===== src/hdl/mxp_pkg.sv =====
package mxp_pkg;

  localparam int MAX_ITEMS = 1024;
  localparam int WIDTH     = 31;
  localparam int NODES     = 1 + MAX_ITEMS * WIDTH;

  localparam int NODE_W = $clog2(NODES);
  localparam int CNT_W  = $clog2(MAX_ITEMS + 1);
  localparam int IDX_W  = $clog2(MAX_ITEMS);
  localparam int LVL_W  = (WIDTH > 1) ? $clog2(WIDTH) : 1;
  localparam int ENTRY_W = 2 * NODE_W;

  typedef struct packed {
    logic [WIDTH-1:0] value;
    logic             last;
  } item_t;

  typedef struct packed {
    logic [WIDTH-1:0] max_pair_xor;
    logic             overflow;
  } result_t;

  typedef struct packed {
    logic accept;
    logic ins_step;
    logic leaf;
    logic srch_begin;
    logic srch_step;
    logic cmp;
    logic clear;
    logic init_root;
  } dp_cmd_t;

  typedef struct packed {
    logic full;
    logic lvl_zero;
    logic scan_done;
    logic last_q;
  } dp_status_t;

endpackage


===== src/hdl/mxp_ctrl.sv =====
module mxp_ctrl (
  input  logic                clk,
  input  logic                rst,
  input  logic                start,
  input  logic                last,
  input  mxp_pkg::dp_status_t status,
  output mxp_pkg::dp_cmd_t    cmd,
  output logic                busy,
  output logic                done
);

  localparam logic [2:0] S_INIT  = 3'd0;
  localparam logic [2:0] S_IDLE  = 3'd1;
  localparam logic [2:0] S_INS   = 3'd2;
  localparam logic [2:0] S_LEAF  = 3'd3;
  localparam logic [2:0] S_FETCH = 3'd4;
  localparam logic [2:0] S_SWALK = 3'd5;
  localparam logic [2:0] S_CMP   = 3'd6;
  localparam logic [2:0] S_OUT   = 3'd7;

  logic [2:0] state;
  logic [2:0] state_next;

  always_ff @(posedge clk) begin
    if (rst) begin
      state <= S_INIT;
    end else begin
      state <= state_next;
    end
  end

  always_comb begin
    state_next = state;
    cmd        = '0;
    unique case (state)
      S_INIT: begin
        cmd.init_root = 1'b1;
        state_next    = S_IDLE;
      end
      S_IDLE: begin
        if (start) begin
          cmd.accept = 1'b1;
          if (!status.full) begin
            state_next = S_INS;
          end else if (last) begin
            state_next = S_FETCH;
          end
        end
      end
      S_INS: begin
        cmd.ins_step = 1'b1;
        if (status.lvl_zero) begin
          state_next = S_LEAF;
        end
      end
      S_LEAF: begin
        cmd.leaf   = 1'b1;
        state_next = status.last_q ? S_FETCH : S_IDLE;
      end
      S_FETCH: begin
        if (status.scan_done) begin
          state_next = S_OUT;
        end else begin
          cmd.srch_begin = 1'b1;
          state_next     = S_SWALK;
        end
      end
      S_SWALK: begin
        cmd.srch_step = 1'b1;
        if (status.lvl_zero) begin
          state_next = S_CMP;
        end
      end
      S_CMP: begin
        cmd.cmp    = 1'b1;
        state_next = S_FETCH;
      end
      S_OUT: begin
        cmd.clear  = 1'b1;
        state_next = S_IDLE;
      end
      default: begin
        state_next = S_INIT;
      end
    endcase
  end

  assign busy = (state != S_IDLE);
  assign done = (state == S_OUT);

  a_done_then_idle: assert property (@(posedge clk) disable iff (rst)
    done |=> !busy)
    else $error("result strobe not followed by idle");

  a_ins_to_leaf: assert property (@(posedge clk) disable iff (rst)
    (state == S_INS && status.lvl_zero) |=> (state == S_LEAF))
    else $error("insert walk did not finish with leaf step");

  a_one_strobe: assert property (@(posedge clk) disable iff (rst)
    done |=> !done)
    else $error("result strobe longer than one cycle");

endmodule


===== config.mk =====
export PLATFORM = sky130hd
export DESIGN_NAME = mxp_ctrl
export DESIGN_NICKNAME = d
export VERILOG_FILES = /design/src/hdl/mxp_pkg.sv /design/src/hdl/mxp_ctrl.sv
export SDC_FILE = /design/constraint.sdc
export NUM_CORES = 1
export LEC_CHECK = 0
export BUFFER_PORTS_ARGS = -buffer_cell sky130_fd_sc_hd__buf_2
export CORE_AREA = 2 2 39 41
export DETAILED_ROUTE_END_ITERATION = 7
export DIE_AREA = 0 0 41 43
export PLACE_DENSITY_LB_ADDON = 0.12
export SLEW_MARGIN = 20
export SYNTH_ARGS = -nofsm -noshare
export SYNTH_HDL_FRONTEND = slang
export SYNTH_SLANG_ARGS = --single-unit

===== constraint.sdc =====
create_clock -name clk -period 2.7 [get_ports clk]
set_input_delay 0.27 -clock clk [delete_from_list [all_inputs] [get_ports clk]]
set_output_delay 0.27 -clock clk [all_outputs]
set_load 0.02 [all_outputs]

==> flow_summary.yaml, run 1 <==
grt:
  grt_pass1_wl_um: 1160
  overflow: 0
  grt_max_degree: 14
  grt_pass1_vias: 270
  grt_usage_pct: 9.72
  grt_antenna_before_repair: 0
yosys:
  synth_cell_types: 21
  synthTopCellsByArea: "dfxtp_1 23%, nor2_1 7.2%, nor3_1 5.8%, buf_4 5.8%, nand2_1 5.8%"
  synth_top_family_by_area: "simple AND/OR/NAND/NOR gates"
  synth_top_area_share_pct: 23.1
  syn_nets: 47
  synth_top_area_cell: "dfxtp_1"
  yosysWarnings: 0
  synth-simple-area-share_pct: 30.3
  syn_avg_cell_area_um2: 6.67
  synth_xor_area_share_pct: 0
  ys_seq_area_share_pct: 23.1
  synth_compound_area_share_pct: 29.8
  ys_ff_latch: 3
  synth.area.mux_share_pct: 0
  synthesis.area_um2: 260
  syn_inst: 39
  synthAdderAreaFrac_pct: 0
final_layout:
  seq_area_um2: 60.1
  final_cell_mix: "17 x buf_2, 5 x nor2_1, 4 x nand2_1"
  nFillCells: 158
  final_core_util_pct: 26.5
  area.growth.synth_to_final_pct: 40.9
  largest_reg_flops: 3
  top_register: "state"
  num_antenna_cells: 0
  reg_top3: "state x3"
  multi_input_area_um2: 156
  final_common_cell: "buf_2"
  nNetsFinal: 65
  drive_gt1_share_pct: 41.1
setup_path:
  crit_start: "state[2]$_SDFFE_PP0P_"
  crit_path_top_delay_cell: "dfxtp_1"
  rr_startpoint: "state[2]$_SDFFE_PP0P_"
  cp_top_family: "flip-flops"
  crit_path_end_kind: "primary output"
  cp.required_ns: 2.43
  path_max_fanout: 13
  startpoint_type: "flip-flop"
  max_stage_delay_ns: 0.58
  cp.buffers_inverters: 2
  critPathArrivalTime_ns: 1.40
  path_cells: "inv_2 > nor4_1 > buf_2"
  worst-setup-path-type: "flip-flop to primary output"
  r2r_slack_ns: 1.41
power:
  p_leak_nw: 0.197
  p_per_area_nw_per_um2: 646
  peakVddDrop_v: 0.000192
sta:
  worstMarginPinSlew_ns: 0.441
  rsz0062_at_grt: "false"
  hold_viol: 0
  fin_crit_sh_pct: 61.7
  relSlewSlack_pct: 70.5
  skew_ns: 0.00918
  timing.fmax_mhz: 600
  setup_viol: 0
  drv_slew: 0
  fin_tns_setup_ns: 0
  fin_crit_ns: 1.67
route:
  top_layer_used: "met4"
  drt_iter0_drc: 9
  wl_um: 772
  route.met3.wl_um: 52
  met1_length_um: 346
  final_antenna_net_count: 0
  vias: 330
  drc: 0
  detail_route.wl_per_cell_um: 10.7
  wl_met2_um: 360
  drt-pass1-iter-count: 4
  viasPerCell: 4.58
clock_tree:
  cts_setup_buffers: 0
  cts.htree.levels: 1
  holdBufCountCts: 0
  clock_path_buffers: 2
  clockRootBuffer: "clkbuf_4"
  cts_made_buffers: 3
  cts.clk_slew.worst_paths_ns: 0.04
  cts_num_sinks: 3
  cts_resized: 0
  clk_latency_ns: 0.24
  cts_tree: "done"
run_status:
  outcome: "finished, final reports clean"
floorplanning:
  die_area_um2: 1760
  fp.coreArea_um2: 1380
  io_pins: 18
  die_h_um: 43
  initial_utilization_pct: 18.8
  fp-row-count: 14
  fp.dieW_um: 41
hold_path:
  min_path_type: "primary input to flip-flop"
  min-delay-start: "rst"
run:
  drv_cap: 0
place:
  port-buffer-count: 17
  dpl.hpwl_um: 567
  gp_congestion: 0.628
==> cells in the mapped netlist <==
cell	n
nor2_1	5
nand2_1	4
dfxtp_1	3
inv_1	3
nor3_1	3
a21oi_1	2
buf_2	2
buf_4	2
inv_2	2
o21ai_0	2
a311oi_1	1
and3_1	1
nand2b_1	1
nand3_1	1
nor2b_1	1
nor4_1	1
o2111ai_1	1
o211a_1	1
o221a_1	1
o22ai_1	1
o31ai_2	1
==> worst paths after layout <==
kind,end,cells after the start
max reg2reg,state[0]$_SDFFE_PP0P_,3
min reg2reg,state[1]$_SDFFE_PP0P_,2
max,cmd[4],3
min,state[2]$_SDFFE_PP0P_,2
==> metrics by stage <==
step | setup slack, ns | area [µm²] | total power, W | hold slack, ns | instances
after floorplan | 1.27 | 260 | 0.000131 | 0.349 | 39
after global placement | 1.33 | 340 | 0.000159 | 0.517 | 68
after detailed placement | 1.30 | 340 | 0.000155 | 0.517 | 68
after CTS | 1.04 | 367 | 0.000239 | 0.257 | 72
after global routing | 0.935 | 367 | 0.000254 | 0.292 | 72
final | 1.03 | 367 | 0.000237 | 0.260 | 72
==> cell type report <==
class                      count  share of cell area (%)
clock buffer                   4                    7.17
inverter                       5                    5.12
multi-input combinational     27                    42.7
sequential                     3                    16.4
tap                           16                    5.46
timing repair buffer          17                    23.2
==> metal layers <==
| layer | up-vias | global-route usage (%) |
|---|---|---|
| li1 | 170 | - |
| met1 | 141 | 14.4 |
| met2 | 17 | 12.5 |
| met3 | 2 | 0 |
| met4 | 0 | 8.00 |
| met5 | - | 0 |
==> report_power, final <==
group | switching, W | internal (W) | leakage (nW)
clock network | 0.0000258 | 0.0000555 | 0.0150
logic | 0.0000501 | 0.0000355 | 0.158
registers | 0.0000184 | 0.0000515 | 0.0248
total | 0.0000943 | 0.000143 | 0.197
==> kinds of logic (layout without fill, tap and decap cells) <==
group / Yosys count / after routing
flip-flops: 3 / 3
buffers and inverters: 9 / 26
AO/OA/AOI/OAI: 10 / 10
AND/OR/NAND/NOR: 17 / 17
Note: power is estimated with default switching activity, not from simulation.
==> inputs of run 2 (changes only) <==
==> constraint.sdc (replaced) <==
create_clock -name clk -period 1.5 [get_ports clk]
set_input_delay 0.15 -clock clk [delete_from_list [all_inputs] [get_ports clk]]
set_output_delay 0.15 -clock clk [all_outputs]
set_load 0.02 [all_outputs]
==> run 2 against run 1 <==
  * Non-clock buffer count is 1 higher
  * Die area stayed put
  * Clock power is 77% higher
  * Clock-buffer cell count stayed put
  * Cell count is 1.4% higher
  * First-iteration DRC count is 100% lower
  * Sequential cell count stayed put
  * Critical path depth stayed put
  * Clock skew is 0.0085 ns lower
==> flow_summary.yaml, run 2 (same netlist as run 1, synthesis figures left out) <==
final_layout:
  nFillCells: 167
  final_common_cell: "buf_2"
  nNetsFinal: 66
  final_core_util_pct: 27.0
  area.growth.synth_to_final_pct: 43.7
  drive_gt1_share_pct: 42.1
  num_antenna_cells: 0
  largest_reg_flops: 3
  reg_top3: "state x3"
  top_register: "state"
  final_cell_mix: "17 x buf_2, 5 x nor2_1, 4 x nand2_1"
route:
  final_antenna_net_count: 0
  viasPerCell: 4.52
  drt-pass1-iter-count: 1
  drc: 0
  wl_um: 745
  drt_iter0_drc: 0
  detail_route.wl_per_cell_um: 10.2
  vias: 330
place:
  gp_congestion: 0.633
  dpl.hpwl_um: 587
  port-buffer-count: 17
sta:
  skew_ns: 0.000638
  fin_tns_setup_ns: 0
  fin_crit_sh_pct: 90.7
  relSlewSlack_pct: 80.6
  fin_crit_ns: 1.36
  drv_slew: 0
  worstMarginPinSlew_ns: 0.288
  timing.fmax_mhz: 735
  setup_viol: 0
  rsz0062_at_grt: "false"
  hold_viol: 0
clock_tree:
  clockRootBuffer: "clkbuf_4"
  cts.htree.levels: 1
  cts_made_buffers: 3
  cts_tree: "done"
  cts_num_sinks: 3
  cts_resized: 0
  clk_latency_ns: 0.23
  holdBufCountCts: 0
  clock_path_buffers: 2
  cts_setup_buffers: 0
  cts.clk_slew.worst_paths_ns: 0.04
grt:
  grt_usage_pct: 9.52
  grt_antenna_before_repair: 0
  grt_pass1_vias: 261
  grt_max_degree: 11
  grt_pass1_wl_um: 1090
  overflow: 0
floorplanning:
  fp-row-count: 14
  die_h_um: 43
  io_pins: 18
  initial_utilization_pct: 18.8
  fp.dieW_um: 41
  fp.coreArea_um2: 1380
  die_area_um2: 1760
setup_path:
  r2r_cells: 3
  rr_startpoint: "state[2]$_SDFFE_PP0P_"
  crit_end: "cmd[4]"
  cp.required_ns: 1.35
  crit_path_end_kind: "primary output"
  path_max_fanout: 8
  crit_path_top_delay_cell: "dfxtp_1"
  r2r-end: "state[0]$_SDFFE_PP0P_"
  cp_num_cells: 3
  crit_start: "state[2]$_SDFFE_PP0P_"
  startpoint_type: "flip-flop"
  path_cells: "inv_2 > nor4_1 > buf_2"
  r2r_slack_ns: 0.38
  max_stage_delay_ns: 0.45
  critPathArrivalTime_ns: 1.21
  cp.buffers_inverters: 2
  worst-setup-path-type: "flip-flop to primary output"
  cp_top_family: "flip-flops"
power:
  p_per_area_nw_per_um2: 1140
  peakVddDrop_v: 0.000466
  p_leak_nw: 0.203
run:
  drv_cap: 0
hold_path:
  min-delay-start: "rst"
  min_path_type: "primary input to flip-flop"
run_status:
  outcome: "finished, final reports clean"
==> run 2: layout make-up <==
class                      count  area (µm²)  share of cell area (%)
clock buffer                   4        26.3                    7.02
sequential                     3        60.1                    16.1
multi-input combinational     27         156                    41.8
timing repair buffer          18        92.6                    24.7
inverter                       5        18.8                    5.02
tap                           16        20.0                    5.35
==> run 2: layer usage <==
metal	vias up	part of all wire (%)	global-route usage (%)
li1	172	-	-
met1	146	45	13.4
met2	12	45	10.6
met3	0	9.1	8.38
met4	0	0	2.00
met5	-	0	0
==> run 2: metrics by stage <==
| stage | instances | cell area [µm²] | setup WS (ns) | hold slack (ns) | power, W |
|---|---|---|---|---|---|
| finish | 73 | 374 | 0.139 | 0.147 | 0.000425 |
| global route | 73 | 374 | 0.0452 | 0.139 | 0.000464 |
| CTS | 73 | 374 | 0.115 | 0.141 | 0.000437 |
| detailed placement | 69 | 348 | 0.366 | 0.398 | 0.000284 |
| global placement | 69 | 348 | 0.345 | 0.399 | 0.000288 |
| floorplan | 39 | 260 | 0.195 | 0.229 | 0.000236 |
==> run 2: power by group <==
group | leakage, nW | switching [W] | internal, W
registers | 0.0248 | 0.0000278 | 0.0000927
clock network | 0.0150 | 0.0000446 | 0.0000999
logic | 0.163 | 0.0000929 | 0.0000670
==> run 2: how the worst min path moves through the flow <==
| stage | slack (ns) | end | depth (start not counted) |
|---|---|---|---|
| global route | 0.14 | state[2]$_SDFFE_PP0P_ | 2 |
| global placement | 0.40 | state[2]$_SDFFE_PP0P_ | 2 |
| detailed placement | 0.40 | state[2]$_SDFFE_PP0P_ | 2 |
| finish | 0.15 | state[2]$_SDFFE_PP0P_ | 2 |
| floorplan | 0.23 | state[2]$_SDFFE_PP0P_ | 1 |
| CTS | 0.14 | state[2]$_SDFFE_PP0P_ | 2 |
